File: config.mk
export PLATFORM = sky130hd
export DESIGN_NAME = ansi_sgr_escape_stripper_unit_flat
export DESIGN_NICKNAME = d
export VERILOG_FILES = /design/src/hw/rtl/asgr_pkg.sv /design/src/hw/rtl/asgr_in_if.sv /design/src/hw/rtl/asgr_out_if.sv /design/src/hw/rtl/asgr_datapath.sv /design/src/hw/rtl/asgr_ctrl.sv /design/src/hw/rtl/ansi_sgr_escape_stripper_unit.sv /design/src/flat_wrapper.sv
export SDC_FILE = /design/constraint.sdc
export NUM_CORES = 1
export LEC_CHECK = 0
export ABC_AREA = 1
export BUFFER_PORTS_ARGS = -buffer_cell sky130_fd_sc_hd__buf_2
export CAP_MARGIN = 25
export CORE_MARGIN = 1.5
export CORE_UTILIZATION = 56
export DETAILED_ROUTE_END_ITERATION = 16
export PLACE_DENSITY = 0.79
export SYNTH_ARGS = -nofsm -noshare
export SYNTH_HDL_FRONTEND = slang
export SYNTH_SLANG_ARGS = --single-unit
File: constraint.sdc
create_clock -name clk_i -period 2.1 [get_ports clk_i]
set_input_delay 0.21 -clock clk_i [delete_from_list [all_inputs] [get_ports clk_i]]
set_output_delay 0.21 -clock clk_i [all_outputs]
set_load 0.05 [all_outputs]
File: src/hw/rtl/asgr_pkg.sv
`timescale 1ns / 1ps
// ----------------------------------------------------------------------------
// asgr_pkg
// Shared constants, types and the replacement text table of the SGR escape
// stripper.
// ----------------------------------------------------------------------------
package asgr_pkg;

  // Largest number of parameter bytes held for one open sequence.
  localparam int unsigned MAX_PARAM_CHARS = 16;

  // Byte codes that the scanner looks for.
  localparam logic [7:0] ESC_BYTE   = 8'h1B;
  localparam logic [7:0] LBR_BYTE   = 8'h5B;  // '['
  localparam logic [7:0] M_BYTE     = 8'h6D;  // 'm'
  localparam logic [7:0] SEMI_BYTE  = 8'h3B;  // ';'
  localparam logic [7:0] DIGIT_LO   = 8'h30;  // '0'
  localparam logic [7:0] DIGIT_HI   = 8'h39;  // '9'

  // The text that stands for an ESC of a broken sequence.
  localparam int unsigned   ESC_TEXT_LEN = 5;
  localparam logic [2:0]    ESC_TEXT_LAST = 3'(ESC_TEXT_LEN - 1);

  // Source of the byte that goes into the output register.
  typedef enum logic [2:0] {
    SEL_TXT,
    SEL_ESC,
    SEL_LBR,
    SEL_PEND,
    SEL_CHR,
    SEL_MARK
  } sel_e;

  // Commands from the controller to the datapath.
  typedef struct packed {
    logic cap;       // capture the accepted byte
    logic append;    // store the accepted byte in the parameter buffer
    logic clr_cnt;   // empty the parameter buffer
    logic txt_rst;   // restart the replacement text index
    logic txt_inc;   // step the replacement text index
    logic ptr_rst;   // restart the buffer read pointer
    logic ptr_inc;   // step the buffer read pointer
    logic emit;      // load a beat into the output register
    sel_e sel;       // byte source of that beat
    logic last;      // the beat closes the message
  } cmd_t;

  // Status from the datapath to the controller.
  typedef struct packed {
    logic is_esc;     // incoming byte is ESC
    logic is_lbr;     // incoming byte is '['
    logic is_m;       // incoming byte is 'm'
    logic is_param;   // incoming byte is a digit or ';'
    logic msg_end;    // incoming byte ends the message
    logic full;       // parameter buffer holds its maximum
    logic cnt_empty;  // parameter buffer is empty
    logic pend_last;  // read pointer is at the last buffered byte
    logic txt_last;   // text index is at the last character
    logic slot_free;  // output register can take a beat
  } sts_t;

  // Characters of the replacement text "<ESC>".
  function automatic logic [7:0] esc_text_char(input logic [2:0] idx);
    logic [7:0] ch;
    unique case (idx)
      3'd0:    ch = 8'h3C;  // '<'
      3'd1:    ch = 8'h45;  // 'E'
      3'd2:    ch = 8'h53;  // 'S'
      3'd3:    ch = 8'h43;  // 'C'
      3'd4:    ch = 8'h3E;  // '>'
      default: ch = 8'h00;
    endcase
    return ch;
  endfunction

endpackage

File: src/hw/rtl/asgr_in_if.sv
`timescale 1ns / 1ps
// ----------------------------------------------------------------------------
// asgr_in_if
// Input channel: one message byte per beat with an end of message flag.
// ----------------------------------------------------------------------------
interface asgr_in_if;
  logic       valid;
  logic       ready;
  logic [7:0] char_in;
  logic       msg_end;

  modport source (output valid, output char_in, output msg_end, input ready);
  modport sink   (input valid, input char_in, input msg_end, output ready);
endinterface

File: src/hw/rtl/asgr_out_if.sv
`timescale 1ns / 1ps
// ----------------------------------------------------------------------------
// asgr_out_if
// Output channel: one result byte or end marker per beat.
// ----------------------------------------------------------------------------
interface asgr_out_if;
  logic       valid;
  logic       ready;
  logic [7:0] char_out;
  logic       has_char;
  logic       out_last;

  modport source (output valid, output char_out, output has_char, output out_last,
                  input ready);
  modport sink   (input valid, input char_out, input has_char, input out_last,
                  output ready);
endinterface

File: src/hw/rtl/asgr_datapath.sv
`timescale 1ns / 1ps
// ----------------------------------------------------------------------------
// asgr_datapath
// Byte classification, parameter buffer, read pointer, text index and the
// output register of the SGR escape stripper.
// ----------------------------------------------------------------------------
module asgr_datapath #(
  parameter int unsigned MaxParamChars = asgr_pkg::MAX_PARAM_CHARS
) (
  input  logic             clk_i,
  input  logic             rst_ni,
  input  logic [7:0]       char_in_i,
  input  logic             msg_end_i,
  input  asgr_pkg::cmd_t   cmd_i,
  output asgr_pkg::sts_t   sts_o,
  input  logic             out_ready_i,
  output logic             out_valid_o,
  output logic [7:0]       char_out_o,
  output logic             has_char_o,
  output logic             out_last_o
);
  import asgr_pkg::*;

  localparam int unsigned CntW = $clog2(MaxParamChars + 1);
  localparam int unsigned IdxW = (MaxParamChars > 1) ? $clog2(MaxParamChars) : 1;
  localparam logic [CntW-1:0] CntMax = CntW'(MaxParamChars);

  logic [7:0]      char_q;
  logic [CntW-1:0] cnt_q, cnt_d;
  logic [CntW-1:0] ptr_q, ptr_d;
  logic [2:0]      txt_q, txt_d;
  logic [7:0]      pend_mem [MaxParamChars];
  logic [7:0]      rd_q;
  logic            out_valid_q;
  logic [7:0]      char_out_q;
  logic            has_char_q;
  logic            out_last_q;
  logic [7:0]      beat_char;

  // Classification of the byte on the input.
  always_comb begin
    sts_o.is_esc    = (char_in_i == ESC_BYTE);
    sts_o.is_lbr    = (char_in_i == LBR_BYTE);
    sts_o.is_m      = (char_in_i == M_BYTE);
    sts_o.is_param  = ((char_in_i >= DIGIT_LO) && (char_in_i <= DIGIT_HI)) ||
                      (char_in_i == SEMI_BYTE);
    sts_o.msg_end   = msg_end_i;
    sts_o.full      = (cnt_q == CntMax);
    sts_o.cnt_empty = (cnt_q == '0);
    sts_o.pend_last = (ptr_q == CntW'(cnt_q - 1'b1));
    sts_o.txt_last  = (txt_q == ESC_TEXT_LAST);
    sts_o.slot_free = !out_valid_q || out_ready_i;
  end

  // Counters and pointers.
  always_comb begin
    cnt_d = cnt_q;
    if (cmd_i.clr_cnt) begin
      cnt_d = '0;
    end else if (cmd_i.append) begin
      cnt_d = CntW'(cnt_q + 1'b1);
    end
    ptr_d = ptr_q;
    if (cmd_i.ptr_rst) begin
      ptr_d = '0;
    end else if (cmd_i.ptr_inc) begin
      ptr_d = CntW'(ptr_q + 1'b1);
    end
    txt_d = txt_q;
    if (cmd_i.txt_rst) begin
      txt_d = '0;
    end else if (cmd_i.txt_inc) begin
      txt_d = 3'(txt_q + 1'b1);
    end
  end

  always_ff @(posedge clk_i or negedge rst_ni) begin
    if (!rst_ni) begin
      cnt_q <= '0;
      ptr_q <= '0;
      txt_q <= '0;
    end else begin
      cnt_q <= cnt_d;
      ptr_q <= ptr_d;
      txt_q <= txt_d;
    end
  end

  // Accepted byte.
  always_ff @(posedge clk_i) begin
    if (cmd_i.cap) begin
      char_q <= char_in_i;
    end
  end

  // Parameter buffer; the read is addressed by the next pointer value, so rd_q holds the entry at the pointer.
  always_ff @(posedge clk_i) begin
    if (cmd_i.append) begin
      pend_mem[cnt_q[IdxW-1:0]] <= char_in_i;
    end
    if (ptr_d < CntMax) begin
      rd_q <= pend_mem[ptr_d[IdxW-1:0]];
    end
  end

  // Byte of the next beat.
  always_comb begin
    unique case (cmd_i.sel)
      SEL_TXT:  beat_char = esc_text_char(txt_q);
      SEL_ESC:  beat_char = ESC_BYTE;
      SEL_LBR:  beat_char = LBR_BYTE;
      SEL_PEND: beat_char = rd_q;
      SEL_CHR:  beat_char = char_q;
      SEL_MARK: beat_char = 8'h00;
      default:  beat_char = 8'h00;
    endcase
  end

  // Output register.
  always_ff @(posedge clk_i or negedge rst_ni) begin
    if (!rst_ni) begin
      out_valid_q <= 1'b0;
    end else if (cmd_i.emit) begin
      out_valid_q <= 1'b1;
    end else if (out_ready_i) begin
      out_valid_q <= 1'b0;
    end
  end

  always_ff @(posedge clk_i) begin
    if (cmd_i.emit) begin
      char_out_q <= beat_char;
      has_char_q <= (cmd_i.sel != SEL_MARK);
      out_last_q <= cmd_i.last;
    end
  end

  assign out_valid_o = out_valid_q;
  assign char_out_o  = char_out_q;
  assign has_char_o  = has_char_q;
  assign out_last_o  = out_last_q;

endmodule

File: src/hw/rtl/asgr_ctrl.sv
`timescale 1ns / 1ps
// ----------------------------------------------------------------------------
// asgr_ctrl
// Scan mode tracking and the sequencer that issues the result beats of one
// accepted byte.
// ----------------------------------------------------------------------------
module asgr_ctrl (
  input  logic           clk_i,
  input  logic           rst_ni,
  input  logic           in_valid_i,
  output logic           in_ready_o,
  input  asgr_pkg::sts_t sts_i,
  output asgr_pkg::cmd_t cmd_o
);
  import asgr_pkg::*;

  // Scan modes.
  localparam logic [1:0] MODE_NORMAL    = 2'd0;
  localparam logic [1:0] MODE_AFTER_ESC = 2'd1;
  localparam logic [1:0] MODE_INSIDE    = 2'd2;

  // Sequencer states.
  localparam logic [2:0] ST_IDLE = 3'd0;
  localparam logic [2:0] ST_TXT  = 3'd1;
  localparam logic [2:0] ST_ESC  = 3'd2;
  localparam logic [2:0] ST_BRK  = 3'd3;
  localparam logic [2:0] ST_PEND = 3'd4;
  localparam logic [2:0] ST_CHR  = 3'd5;
  localparam logic [2:0] ST_TAIL = 3'd6;
  localparam logic [2:0] ST_MARK = 3'd7;

  // Outstanding work of the current byte, in emission order.
  typedef struct packed {
    logic txt;
    logic esc;
    logic brk;
    logic chr;
    logic tail;
    logic mark;
  } flags_t;

  logic [2:0] state_q, state_d;
  logic [1:0] mode_q, mode_d;
  flags_t     flags_q, flags_d;
  flags_t     flags_new, flags_after;
  logic       end_q, end_d;
  logic       consumed;
  logic       done_here;

  function automatic logic [2:0] pick(input flags_t f);
    logic [2:0] s;
    if (f.txt) begin
      s = ST_TXT;
    end else if (f.esc) begin
      s = ST_ESC;
    end else if (f.brk) begin
      s = ST_BRK;
    end else if (f.chr) begin
      s = ST_CHR;
    end else if (f.tail) begin
      s = ST_TAIL;
    end else if (f.mark) begin
      s = ST_MARK;
    end else begin
      s = ST_IDLE;
    end
    return s;
  endfunction

  assign in_ready_o = (state_q == ST_IDLE);

  // Decode of an accepted byte against the current mode.
  always_comb begin
    flags_new = '0;
    mode_d    = mode_q;
    consumed  = 1'b0;
    cmd_o     = '0;
    cmd_o.sel = SEL_CHR;
    unique case (mode_q)
      MODE_AFTER_ESC: begin
        if (sts_i.is_lbr) begin
          mode_d        = MODE_INSIDE;
          cmd_o.clr_cnt = 1'b1;
          consumed      = 1'b1;
        end else begin
          flags_new.esc = 1'b1;
          mode_d        = MODE_NORMAL;
        end
      end
      MODE_INSIDE: begin
        if (sts_i.is_m) begin
          mode_d   = MODE_NORMAL;
          consumed = 1'b1;
        end else if (sts_i.is_param) begin
          if (!sts_i.full) begin
            cmd_o.append = 1'b1;
            consumed     = 1'b1;
          end else begin
            // Buffer overflow: the sequence goes out raw.
            flags_new.esc = 1'b1;
            flags_new.brk = 1'b1;
            mode_d        = MODE_NORMAL;
          end
        end else begin
          // A foreign byte breaks the sequence: ESC is shown as text.
          flags_new.txt = 1'b1;
          flags_new.brk = 1'b1;
          mode_d        = MODE_NORMAL;
        end
      end
      default: begin
        mode_d = MODE_NORMAL;
      end
    endcase

    if (!consumed) begin
      if (sts_i.is_esc) begin
        mode_d = MODE_AFTER_ESC;
      end else begin
        flags_new.chr = 1'b1;
      end
    end

    // Message end closes whatever is still open.
    if (sts_i.msg_end) begin
      if (mode_d == MODE_AFTER_ESC) begin
        flags_new.tail = 1'b1;
      end else if (mode_d == MODE_INSIDE) begin
        flags_new.esc = 1'b1;
        flags_new.brk = 1'b1;
      end
      mode_d = MODE_NORMAL;
      flags_new.mark = (flags_new == '0);
    end

    // Sequencer.
    state_d     = state_q;
    flags_d     = flags_q;
    end_d       = end_q;
    flags_after = flags_q;
    done_here   = 1'b1;
    unique case (state_q)
      ST_TXT:  begin
        flags_after.txt = !sts_i.txt_last;
        done_here       = sts_i.txt_last;
        cmd_o.sel       = SEL_TXT;
      end
      ST_ESC:  begin
        flags_after.esc = 1'b0;
        cmd_o.sel       = SEL_ESC;
      end
      ST_BRK:  begin
        flags_after.brk = 1'b0;
        cmd_o.sel       = SEL_LBR;
      end
      ST_PEND: begin
        done_here = sts_i.pend_last;
        cmd_o.sel = SEL_PEND;
      end
      ST_CHR:  begin
        flags_after.chr = 1'b0;
        cmd_o.sel       = SEL_CHR;
      end
      ST_TAIL: begin
        flags_after.tail = 1'b0;
        cmd_o.sel        = SEL_ESC;
      end
      ST_MARK: begin
        flags_after.mark = 1'b0;
        cmd_o.sel        = SEL_MARK;
      end
      default: begin
        flags_after = flags_q;
      end
    endcase

    if (state_q == ST_IDLE) begin
      // The mode decode only takes effect for an accepted beat.
      if (in_valid_i) begin
        cmd_o.cap     = 1'b1;
        cmd_o.txt_rst = 1'b1;
        cmd_o.ptr_rst = 1'b1;
        flags_d       = flags_new;
        end_d         = sts_i.msg_end;
        state_d       = pick(flags_new);
      end else begin
        mode_d        = mode_q;
        cmd_o.clr_cnt = 1'b0;
        cmd_o.append  = 1'b0;
      end
    end else begin
      mode_d        = mode_q;
      cmd_o.clr_cnt = 1'b0;
      cmd_o.append  = 1'b0;
      if (sts_i.slot_free) begin
        cmd_o.emit    = 1'b1;
        cmd_o.txt_inc = (state_q == ST_TXT);
        cmd_o.ptr_inc = (state_q == ST_PEND);
        flags_d       = flags_after;
        if (done_here) begin
          if ((state_q == ST_BRK) && !sts_i.cnt_empty) begin
            state_d = ST_PEND;
          end else begin
            state_d    = pick(flags_after);
            cmd_o.last = end_q && (flags_after == '0);
          end
        end
      end
    end
  end

  always_ff @(posedge clk_i or negedge rst_ni) begin
    if (!rst_ni) begin
      state_q <= ST_IDLE;
      mode_q  <= MODE_NORMAL;
      flags_q <= '0;
      end_q   <= 1'b0;
    end else begin
      state_q <= state_d;
      mode_q  <= mode_d;
      flags_q <= flags_d;
      end_q   <= end_d;
    end
  end

endmodule

File: src/hw/rtl/ansi_sgr_escape_stripper_unit.sv
`timescale 1ns / 1ps
// ----------------------------------------------------------------------------
// ansi_sgr_escape_stripper_unit
// Removes ESC [ {digit|;}* m color sequences from a message byte stream.
// ----------------------------------------------------------------------------
// Bytes enter one per beat, with msg_end on the last byte of a message.
// A complete SGR sequence is dropped; a broken one comes out with its ESC
// written as the text "<ESC>", and an overlong or unfinished one comes out
// raw. Every message produces at least one beat, the last one flagged by
// out_last (an end marker with has_char low if no byte remains). A byte is
// taken only while the single result sequencer is idle; it then issues the
// result beats the byte causes, one per cycle while the output register can
// take a beat, walking the parameter buffer one entry per cycle. No new byte
// is taken until the last of those beats is issued. A full output register
// stalls the sequencer until the sink takes its beat.
module ansi_sgr_escape_stripper_unit #(
  parameter int unsigned MaxParamChars = asgr_pkg::MAX_PARAM_CHARS
) (
  input  logic         clk_i,
  input  logic         rst_ni,
  asgr_in_if.sink      in_if,
  asgr_out_if.source   out_if
);
  import asgr_pkg::*;

  cmd_t cmd;
  sts_t sts;

  asgr_ctrl u_ctrl (
    .clk_i      (clk_i),
    .rst_ni     (rst_ni),
    .in_valid_i (in_if.valid),
    .in_ready_o (in_if.ready),
    .sts_i      (sts),
    .cmd_o      (cmd)
  );

  asgr_datapath #(
    .MaxParamChars (MaxParamChars)
  ) u_datapath (
    .clk_i       (clk_i),
    .rst_ni      (rst_ni),
    .char_in_i   (in_if.char_in),
    .msg_end_i   (in_if.msg_end),
    .cmd_i       (cmd),
    .sts_o       (sts),
    .out_ready_i (out_if.ready),
    .out_valid_o (out_if.valid),
    .char_out_o  (out_if.char_out),
    .has_char_o  (out_if.has_char),
    .out_last_o  (out_if.out_last)
  );

endmodule
File: src/flat_wrapper.sv
// flat-port wrapper written by rule: the top's interface ports become plain ports
module ansi_sgr_escape_stripper_unit_flat import asgr_pkg::*;
#(
  parameter int unsigned MaxParamChars = asgr_pkg::MAX_PARAM_CHARS
)
  (clk_i, rst_ni, in_if_valid, in_if_char_in, in_if_msg_end, in_if_ready, out_if_valid, out_if_char_out, out_if_has_char, out_if_out_last, out_if_ready);
  asgr_in_if in_if_i ();
  asgr_out_if out_if_i ();
  input  logic clk_i;
  input  logic rst_ni;
  input wire logic [$bits(in_if_i.valid)-1:0] in_if_valid;
  input wire logic [$bits(in_if_i.char_in)-1:0] in_if_char_in;
  input wire logic [$bits(in_if_i.msg_end)-1:0] in_if_msg_end;
  output wire logic [$bits(in_if_i.ready)-1:0] in_if_ready;
  output wire logic [$bits(out_if_i.valid)-1:0] out_if_valid;
  output wire logic [$bits(out_if_i.char_out)-1:0] out_if_char_out;
  output wire logic [$bits(out_if_i.has_char)-1:0] out_if_has_char;
  output wire logic [$bits(out_if_i.out_last)-1:0] out_if_out_last;
  input wire logic [$bits(out_if_i.ready)-1:0] out_if_ready;
  assign in_if_i.valid = in_if_valid;
  assign in_if_i.char_in = in_if_char_in;
  assign in_if_i.msg_end = in_if_msg_end;
  assign in_if_ready = in_if_i.ready;
  assign out_if_valid = out_if_i.valid;
  assign out_if_char_out = out_if_i.char_out;
  assign out_if_has_char = out_if_i.has_char;
  assign out_if_out_last = out_if_i.out_last;
  assign out_if_i.ready = out_if_ready;
  ansi_sgr_escape_stripper_unit #(.MaxParamChars(MaxParamChars)) u_core (.clk_i(clk_i), .rst_ni(rst_ni), .in_if(in_if_i), .out_if(out_if_i));
endmodule
Word-level counts from Yosys, hierarchy flattened --
Memories as Yosys holds them, arrays and structs flattened. A register that Yosys moved wholly into a read port is not among the register bits. Cells that the tools add are included. W data, S select, Z words.
Operators by class: $lt $le $gt $ge 3, add/subtract/negate cells 4, bitwise gates (word level) 2, eq/ne operators 27, muxes and demuxes 82, reductions and logical operators 24
Operator list (number):
- $mux W3 | 20
- $pmux W8 S5 | 1
- $pmux W7 S5 | 1
- $mux W2 | 17
- $mux W1 | 31
- $mux W5 | 4
- $eq A3 B2 Y1 const B | 6
- $eq A3 B3 Y1 const B | 6
- $mux W6 | 3
- $eq A8 B7 Y1 const B | 2
- $pmux W3 S5 | 1
- $add A5 B1 Y5 const B | 2
- $logic_not A5 Y1 | 2
- $reduce_bool A2 Y1 | 5
- $eq A3 B1 Y1 const B | 3
- $logic_not A3 Y1 | 3
- $eq A8 B5 Y1 const B | 1
- $eq A8 B6 Y1 const B | 1
- $ge A8 B6 Y1 const B | 1
- $le A8 B6 Y1 const B | 1
- $logic_not A6 Y1 | 1
- $pmux W1 S2 | 3
- $eq A5 B5 Y1 | 1
- $eq A5 B5 Y1 const B | 1
- 16 further kinds | 25
Word-level totals: bits in writable memories 128, input port bits 13, logic and storage cells 160, output and inout port bits 12, memories 1, bits in registers 44
Memories:
- u_core.u_datapath.pend_mem | depth 16, width 8, rd ports 1, clocked after memory_dff 1, write ports 1, RTL line asgr_datapath.sv:32 | logic [7:0] pend_mem [MaxParamChars];

Logic depth before layout (Yosys ltp) --
Gate-level depths: netlist (run 1).
depth in word-level cells 22, depth in mapped cells 16, mapped depth without buffers 15

Cells and area by module --
A second synthesis (run 1) with hierarchy kept.
Second synthesis, totals: cells, all modules 935, area total of the unflattened synthesis 8957.3 sq um
Modules (own cells, without submodules):
- asgr_datapath | instances 1, seq. area each 4974.8 sq um, area an instance 7842.5 sq um, cells each 765
- asgr_ctrl | instances 1, seq. area each 300.3 sq um, area an instance 1114.8 sq um, cells each 170

Worst setup path after synthesis (run 1) --
Ideal clock, no wire load.
kind flip-flop to flip-flop, start register u_core.u_datapath.cnt_q[0], end memory u_core.u_datapath.pend_mem[0][0], enable pin, stages on the path, launching flop included 10, buffers on the path 0, period minus slack after synthesis 2114 ps, required time 1730 ps, slack -14 ps, setup time 370 ps, arrival 1744 ps, path through dfrtp_1 inv_1 ha_1 nand3_1 nand2_1 inv_1 nand2_1 nor2_4 nand2_1 nor2_1
Between the ends: longest elaborated chain between the ends 9
Ends and longest elaborated chain:
- start, declared | RTL line asgr_datapath.sv:29 | logic [CntW-1:0] cnt_q, cnt_d;
- start signal, assigned | RTL line asgr_datapath.sv:83 | cnt_q <= cnt_d;
- $eq A5 B5 Y1 | RTL line asgr_datapath.sv:48 | sts_o.full = (cnt_q == CntMax);
- $mux W1 | RTL line asgr_ctrl.sv:95 | if (!sts_i.full) begin
- $mux W1 | RTL line asgr_ctrl.sv:94 | end else if (sts_i.is_param) begin
- $mux W1 | RTL line asgr_ctrl.sv:91 | if (sts_i.is_m) begin
- $mux W1 | RTL line asgr_ctrl.sv:79 | unique case (mode_q)
- $mux W2 | RTL line asgr_ctrl.sv:179 | if (in_valid_i) begin
- $mux W2 | RTL line asgr_ctrl.sv:177 | if (state_q == ST_IDLE) begin
- $mux W1 | RTL line asgr_datapath.sv:98 | if (cmd_i.append) begin
- $mux W1 (implied by the code) | RTL line asgr_datapath.sv:99 | pend_mem[cnt_q[IdxW-1:0]] <= char_in_i;
- end, declared | RTL line asgr_datapath.sv:32
Parallel ways exist; a longest one is shown, timed or not.

Worst setup path after layout (run 1) --
start register u_core.u_ctrl.state_q[1], end register u_core.u_datapath.rd_q[2], read port of u_core.u_datapath.pend_mem (data pin)
Between the ends: longest elaborated chain between the ends 6, elaborated cells on any way between the ends 8, those cells by class 1 x order compare; 1 x eq/ne; 5 x mux; 1 x reduce/logical
Ends and longest elaborated chain:
- start, declared | RTL line asgr_ctrl.sv:42 | logic [2:0] state_q, state_d;
- start signal, assigned | RTL line asgr_ctrl.sv:219 | state_q <= state_d;
- $eq A3 B3 Y1 | RTL line asgr_ctrl.sv:198 | cmd_o.ptr_inc = (state_q == ST_PEND);
- $mux W2 | RTL line asgr_ctrl.sv:195 | if (sts_i.slot_free) begin
- $mux W2 | RTL line asgr_ctrl.sv:177
- $mux W5 | RTL line asgr_datapath.sv:66 | end else if (cmd_i.ptr_inc) begin
- $mux W5 (*) | RTL line asgr_datapath.sv:64 | if (cmd_i.ptr_rst) begin
- $lt A5 B5 Y1 | RTL line asgr_datapath.sv:101 | if (ptr_d < CntMax) begin
- end, declared | RTL line asgr_datapath.sv:33 | logic [7:0] rd_q;
Every way passes the cells marked *; elsewhere a longest branch is shown, timed or not. A chain may end at the register's enable or synchronous reset.

==> results of run 1 <==
==> critical path, stage by stage (launching register included) <==
cell and delay (ps):
dfrtp_1 440, nor2_1 120, nand2_1 130, nor2_2 210, nand2_2 100, nand3_4 120
buf_12 150, inv_6 60, buf_12 140, o211ai_1 190, o21ai_1 90, nand2_1 80
nand2_1 60, nand2_1 100, o21ai_1 90
==> per-stage QoR <==
| step | instance area (sq um) | total power, uW |
|---|---|---|
| after floorplan | 8160 | 8330 |
| after global placement | 8910 | 9800 |
| after detailed placement | 8910 | 10100 |
| after CTS | 9620 | 13400 |
| after global routing | 9990 | 15000 |
| final | 9990 | 14300 |
==> path summary, 6_finish.rpt <==
path | start | to
worst min register to register | u_core.u_ctrl.flags_q[2] | u_core.u_ctrl.flags_q[2]
worst max-delay path | u_core.u_ctrl.state_q[1] | u_core.u_datapath.rd_q[2]
worst max register to register | u_core.u_ctrl.state_q[1] | u_core.u_datapath.rd_q[2]
min in group asynchronous | rst_ni | u_core.u_ctrl.flags_q[0]
worst min-delay path | in_if_char_in[0] | u_core.u_datapath.pend_mem[11][0]
max in group asynchronous | rst_ni | u_core.u_ctrl.state_q[2]
==> per-layer routing <==
metal	part of all wire	track usage	vias to the layer above
li1	-	-	2837
met1	0.38	0.386	3031
met2	0.49	0.471	466
met3	0.10	0.0691	85
met4	0.035	0.134	0
met5	0	0	-
==> synth_stat cells, drive strengths merged <==
cell type	n
clkbuf	3
a31oi	2
nand2	132
buf	21
inv	65
edfxtp	154
a22o	1
a21boi	1
o21a	1
o22ai	17
a21oi	16
ha	13
o21bai	1
o31ai	1
nor3	7
o311ai	1
nand4	10
xor2	3
nor2	116
o2111ai	1
dfrtp	26
xnor2	7
nand3	25
nor3b	2
or2	10
o211ai	15
a311oi	1
a211oi	1
o21ai	100
a221o	1
==> registers in the layout, summed over array words and instances, names as in the netlist, 2 cells and up <==
register,flops
u_core.u_ctrl.flags_q,6
u_core.u_ctrl.mode_q,2
u_core.u_ctrl.state_q,3
u_core.u_datapath.char_out_o,8
u_core.u_datapath.char_q,8
u_core.u_datapath.cnt_q,5
u_core.u_datapath.pend_mem,128
u_core.u_datapath.ptr_q,5
u_core.u_datapath.rd_q,8
u_core.u_datapath.txt_q,3
==> layout make-up <==
class                   count  share of cell area
clock buffers              17              0.0426
well taps                 180              0.0225
multi-input cells         485               0.267
flip-flops and latches    180               0.528
clock inverters            15              0.0140
inverters                  65              0.0264
repair buffers            109              0.0989
==> power groups by stage <==
stage	logic [uW]	clock network [uW]	registers (uW)
final	6610	3070	4620
after global routing	7070	3220	4660
after CTS	5760	3060	4600
after detailed placement	5380	0	4680
after global placement	5150	0	4650
after floorplan	3380	0	4950
==> repair_timing <==
item / CTS / global route
cloned: 1 / 2
hold buffers: 1 / 0
endpoints found under the hold margin: 26 / 0
setup buffers: 3 / 8
endpoints found under the setup margin: 145 / 151
resized for setup: 37 / 83
pin swaps: 4 / 8
==> kinds of logic (layout without fill, tap and decap cells) <==
logic type | count (synthesis) | in the layout
AND/OR/NAND/NOR | 302 | 302
adder cells (fa/ha/maj) | 13 | 13
XOR/XNOR | 10 | 10
buffers and inverters | 89 | 206
AO/OA/AOI/OAI | 160 | 160
flip-flops | 180 | 180
==> out/metrics.cfg, run 1 <==
[power]
power_leakage_uw = 0.00391
p_clk_frac = 0.215
sw_frac_of_total = 0.414
internal-power_uw = 8390
combPwrFrac = 0.462
pwr-share-seq = 0.323
cellPowerDensity_nw_per_um2 = 1430
vdd_drop_max_uv = 921
power_switching_uw = 5910

[route]
vias = 6419
finalWirelength_um = 22500
drcViolationCount = 0
via_per_inst = 6.11
drtIter0Drc = 905
ant_nets = 0
wire_per_inst_um = 21.4
dr.pass1.iters = 7

[yosys]
syn_nets = 780
synth_top_family_by_area = simple AND/OR/NAND/NOR gates
synth.largest_area_cell = edfxtp_1
ys.warnings.count = 0
syn_inst = 754
synth_top_area_frac = 0.567
synth_xor_xnor_area_share = 0.0107
yosysSeqAreaShare = 0.647
synthMuxAreaShare = 0
avgSynthCellArea_sq_um = 10.8
syn_area_sq_um = 8160
synth.area.top_cells = edfxtp_1 57%, dfrtp_1 8.0%, nand2_1 5.9%
ys_types = 46
ys_ff_latch = 180
synth_fa_ha_area_frac = 0.0199
synthSimpleGateAreaFrac = 0.163
synth-compound-area-share = 0.111

[critical_path]
crit_required_ps = 2280
endpoint_kind = register
cp_max_fo = 11
r2r_setup_slack_ps = -260
worstSetupPathType = reg -> reg
cp.arrival_ps = 2540
crit_path_start_kind = register
r2r_cells = 14

[final_layout]
final_common_cell = edfxtp_1
multi_input_area_sq_um = 2670
seq_area_sq_um = 5280
fin_util = 0.711
num-fill-cells = 890
fin_nets = 884
final_cell_mix = 154 x edfxtp_1, 118 x nand2_1, 92 x nor2_1, 55 x buf_4, 52 x inv_1
layout.cells.non_filler = 1051
area_growth_pct = 22.5
antenna_cells = 0
drive_gt1_frac = 0.249

[die]
die_area_sq_um = 15300
io_pins = 25
core_sq_um = 14000
die_h_um = 124
start_util = 0.581
fp.dieW_um = 124
rows = 43

[min_path]
min_path_cells = 1
hold_path_class = in -> reg

[place]
port_buffers = 24
post-dp-hpwl_um = 14200
gp_congestion = 0.939
post-place-ws_ps = -197
dp_cells = 1004

[clock_tree]
cts_tree = done
numClockSinks = 180
clkSlewWorstSetupHoldPaths_ps = 70
clock_path_buffers = 2
cts_root_buf = clkbuf_16
worstSkewPairLatency_ps = 440
cts_buffers = 17
htree_levels = 4

[sta]
tns_ps = -2100
setup_violations = 24
finalHoldWorstSlack_ps = 57.6
finalHoldViolations = 0
fin_ws_ps = -257
clock.fmax_ghz = 0.424
slew_viol_final = 0
period_needed_ps = 2360
slew_headroom = 0.576
clock_skew_ps = 8.58
worstMarginPinSlew_ps = 636
rsz0062_at_grt = yes
period_share = 1.12

[global_route]
grt_pass1_vias = 6099
antenna_found_initial = 0
gr-usage-all-layers = 0.295
grt_max_degree = 28
grt_overflow = 0
grt_pass1_wl_um = 32700

[status]
status = complete, but fails checks
violations = negative setup slack

[flow_run]
drv_cap = 0

Note: power is estimated with default switching activity, not from simulation.
==> run 2, diff against run 1 <==
--- a/config.mk
+++ b/config.mk
@@ -6,11 +6,13 @@
 export NUM_CORES = 1
 export LEC_CHECK = 0
 export ABC_AREA = 1
+export ABC_CLOCK_PERIOD_IN_PS = 2100
 export BUFFER_PORTS_ARGS = -buffer_cell sky130_fd_sc_hd__buf_2
 export CAP_MARGIN = 25
 export CORE_MARGIN = 1.5
 export CORE_UTILIZATION = 56
 export DETAILED_ROUTE_END_ITERATION = 16
+export MAX_ROUTING_LAYER = met4
 export PLACE_DENSITY = 0.79
 export SYNTH_ARGS = -nofsm -noshare
 export SYNTH_HDL_FRONTEND = slang
==> constraint.sdc (replaced) <==
create_clock -name clk_i -period 2.1 [get_ports clk_i]
set_input_delay 0.63 -clock clk_i [delete_from_list [all_inputs] [get_ports clk_i]]
set_output_delay 0.63 -clock clk_i [all_outputs]
set_load 0.05 [all_outputs]
==> run 2 against run 1 <==
Against the previous run: the run still ends with negative setup slack left; hold slack improved by 160 ps; flip-flop and latch count did not move; combinational power increased by 12%.
==> out/metrics.cfg, run 2 (synthesized netlist as in run 1, its figures left out) <==
[final_layout]
area_growth_pct = 28.8
final_cell_mix = 154 x edfxtp_1, 119 x nand2_1, 87 x nor2_1, 85 x buf_4, 56 x o21ai_0
drive_gt1_frac = 0.288  ; +0.0391
largest_register_ff_count = 128  ; unchanged
num-fill-cells = 803  ; -9.8%
antenna_cells = 0  ; unchanged
final_common_cell = edfxtp_1
multi_input_area_sq_um = 2810  ; +5.3%
seq_area_sq_um = 5280  ; unchanged
fin_util = 0.748  ; +0.0368
fin_nets = 922  ; +4.3%

[clock_tree]
numClockSinks = 180  ; unchanged
worstSkewPairLatency_ps = 440  ; about the same
postCtsHoldBufs = 0  ; -1
htree_levels = 4  ; unchanged
cts_root_buf = clkbuf_16
cts_buffers = 17  ; unchanged
clkSlewWorstSetupHoldPaths_ps = 70  ; about the same
clock_path_buffers = 2  ; unchanged
cts_tree = done

[route]
dr.pass1.iters = 6  ; -1
ant_nets = 0  ; unchanged
via_per_inst = 6.38  ; +4.4%
wire_per_inst_um = 23.4  ; +9.2%
wl_met3_um = 3050  ; +31%
met1_length_um = 9010  ; +6.5%
vias = 6945  ; +8.2%
finalWirelength_um = 25500  ; +13%
wl_met2_um = 12000  ; +9.4%
drcViolationCount = 0  ; unchanged
top_layer = met4
drtIter0Drc = 1047  ; +16%

[sta]
clock.fmax_ghz = 0.420  ; -1.0%
rsz0062_at_grt = yes
setup_violations = 83  ; +250%
finalHoldViolations = 0  ; unchanged
slew_viol_final = 0  ; unchanged
finalHoldWorstSlack_ps = 216  ; +158 ps
fin_ws_ps = -281  ; -23.9 ps
period_share = 1.13  ; +0.0114
clock_skew_ps = 12.9  ; +4.30 ps
slew_headroom = 0.533  ; -0.0434
period_needed_ps = 2380  ; +23.9 ps
worstMarginPinSlew_ps = 693  ; +57.8 ps

[critical_path]
crit_family = simple AND/OR/NAND/NOR gates
max_stage_delay_ps = 420  ; -20 ps
slowest_stage = dfrtp_1
cpMostUsedCell = nand2_4
cp.arrival_ps = 2570  ; +30 ps
cp_max_fo = 7  ; -4
crit_required_ps = 2280  ; about the same
crit_path_start_kind = register
cp.buffers_inverters = 5  ; +2
path_cells = inv_2 > nand2_4 > nor2_8 > nand2_4 > buf_6 > nand2_4 > nand2_4 > nor2_4 > inv_4 > buf_6 > buf_16 > o21ai_0 > o21ai_1 > nand2_1 > nand2_1 > nand2_1 > o21ai_1
worstSetupPathType = reg -> reg
endpoint_kind = register

[power]
internal-power_uw = 9100  ; +8.5%
cellPowerDensity_nw_per_um2 = 1470  ; +2.8%
vdd_drop_max_uv = 990  ; +7.5%
power_leakage_uw = 0.00413  ; +5.5%
pwr-share-seq = 0.300  ; -0.023
power_switching_uw = 6350  ; +7.4%
p_clk_frac = 0.220  ; +0.005
combPwrFrac = 0.480  ; +0.018
sw_frac_of_total = 0.411  ; -0.00241

[global_route]
grt_overflow = 0  ; unchanged
grt_pass1_wl_um = 34500  ; +5.5%
gr-usage-all-layers = 0.318  ; +0.0229
grt_pass1_vias = 6500  ; +6.6%
grt_max_degree = 33  ; +18%
antenna_found_initial = 0  ; unchanged

[status]
status = complete, but fails checks
violations = negative setup slack

[die]
die_h_um = 124  ; unchanged
start_util = 0.581  ; unchanged
core_sq_um = 14000  ; unchanged
io_pins = 25  ; unchanged
rows = 43  ; unchanged
fp.dieW_um = 124  ; unchanged
die_area_sq_um = 15300  ; unchanged

[place]
post-dp-hpwl_um = 14400  ; +1.6%
port_buffers = 24  ; unchanged
gp_congestion = 0.954  ; +1.6%

[min_path]
hold_path_class = in -> async

[flow_run]
drv_cap = 0  ; unchanged

[run 2: cell types whose count changed in the layout (fill, tap and decap cells not counted), moves of 4 or more]
cell / delta
buf_4: +30
nor2_4: +7
nand2_2: -4
buf_6: +6
o21ai_0: +8
o21ai_1: -11
nor2_1: -5
[run 2: layout make-up]
type	count	area share
Sequential cell	180	0.502
Multi-Input combinational cell	486	0.268
Timing Repair Buffer	146	0.125
Clock buffer	17	0.0405
Inverter	65	0.0246
Tap cell	180	0.0214
Clock inverter	15	0.0183
[run 2: path summary, 6_finish.rpt]
| kind | from | to | slack, ps | cells past startpoint |
|---|---|---|---|---|
| setup / recovery | u_core.u_ctrl.state_q[0] | u_core.u_datapath.rd_q[3] | -280 | 17 |
| hold / removal | rst_ni | u_core.u_datapath.ptr_q[0] | 220 | 1 |
| setup reg to reg | u_core.u_ctrl.state_q[0] | u_core.u_datapath.rd_q[3] | -280 | 17 |
| hold reg to reg | u_core.u_ctrl.flags_q[2] | u_core.u_ctrl.flags_q[2] | 490 | 2 |
| max in group asynchronous | rst_ni | u_core.u_datapath.out_valid_o | 1440 | 1 |
| min in group clk_i | in_if_char_in[3] | u_core.u_datapath.pend_mem[11][3] | 490 | 1 |
[run 2: power groups by stage]
stage	combinational (uW)	clock [uW]	sequential [uW]
4_1_cts	6360	3350	4610
5_1_grt	7850	3530	4660
6_report	7420	3400	4630
2_1_floorplan	3380	0	4950
3_3_place_gp	5310	0	4660
3_5_place_dp	5530	0	4680
[run 2: timing repair]
action / 4_1_cts / 5_1_grt
hold endpoints to repair: 0 / 0
gates resized for setup: 57 / 86
buffers inserted: 9 / 16
pin swaps: 9 / 14
gates cloned: 3 / 3
endpoints found under the setup margin: 130 / 153
[run 2: metrics by stage]
stage	setup slack (ps)	cell area (sq um)	TNS (ps)	cells	total power [uW]
final	-281	10500	-3320	1089	15500
after floorplan	-129	8160	-15400	754	8330
after global placement	-513	9100	-55910	1028	9980
after global routing	-412	10500	-8700	1089	16000
after detailed placement	-579	9100	-57950	1028	10200
after CTS	-125	10000	-836	1072	14300
[run 2: routing by layer]
metal,vias up,track usage
li1,2917,-
met3,149,0.0710
met5,-,-
met2,605,0.495
met1,3274,0.405
met4,0,0.134
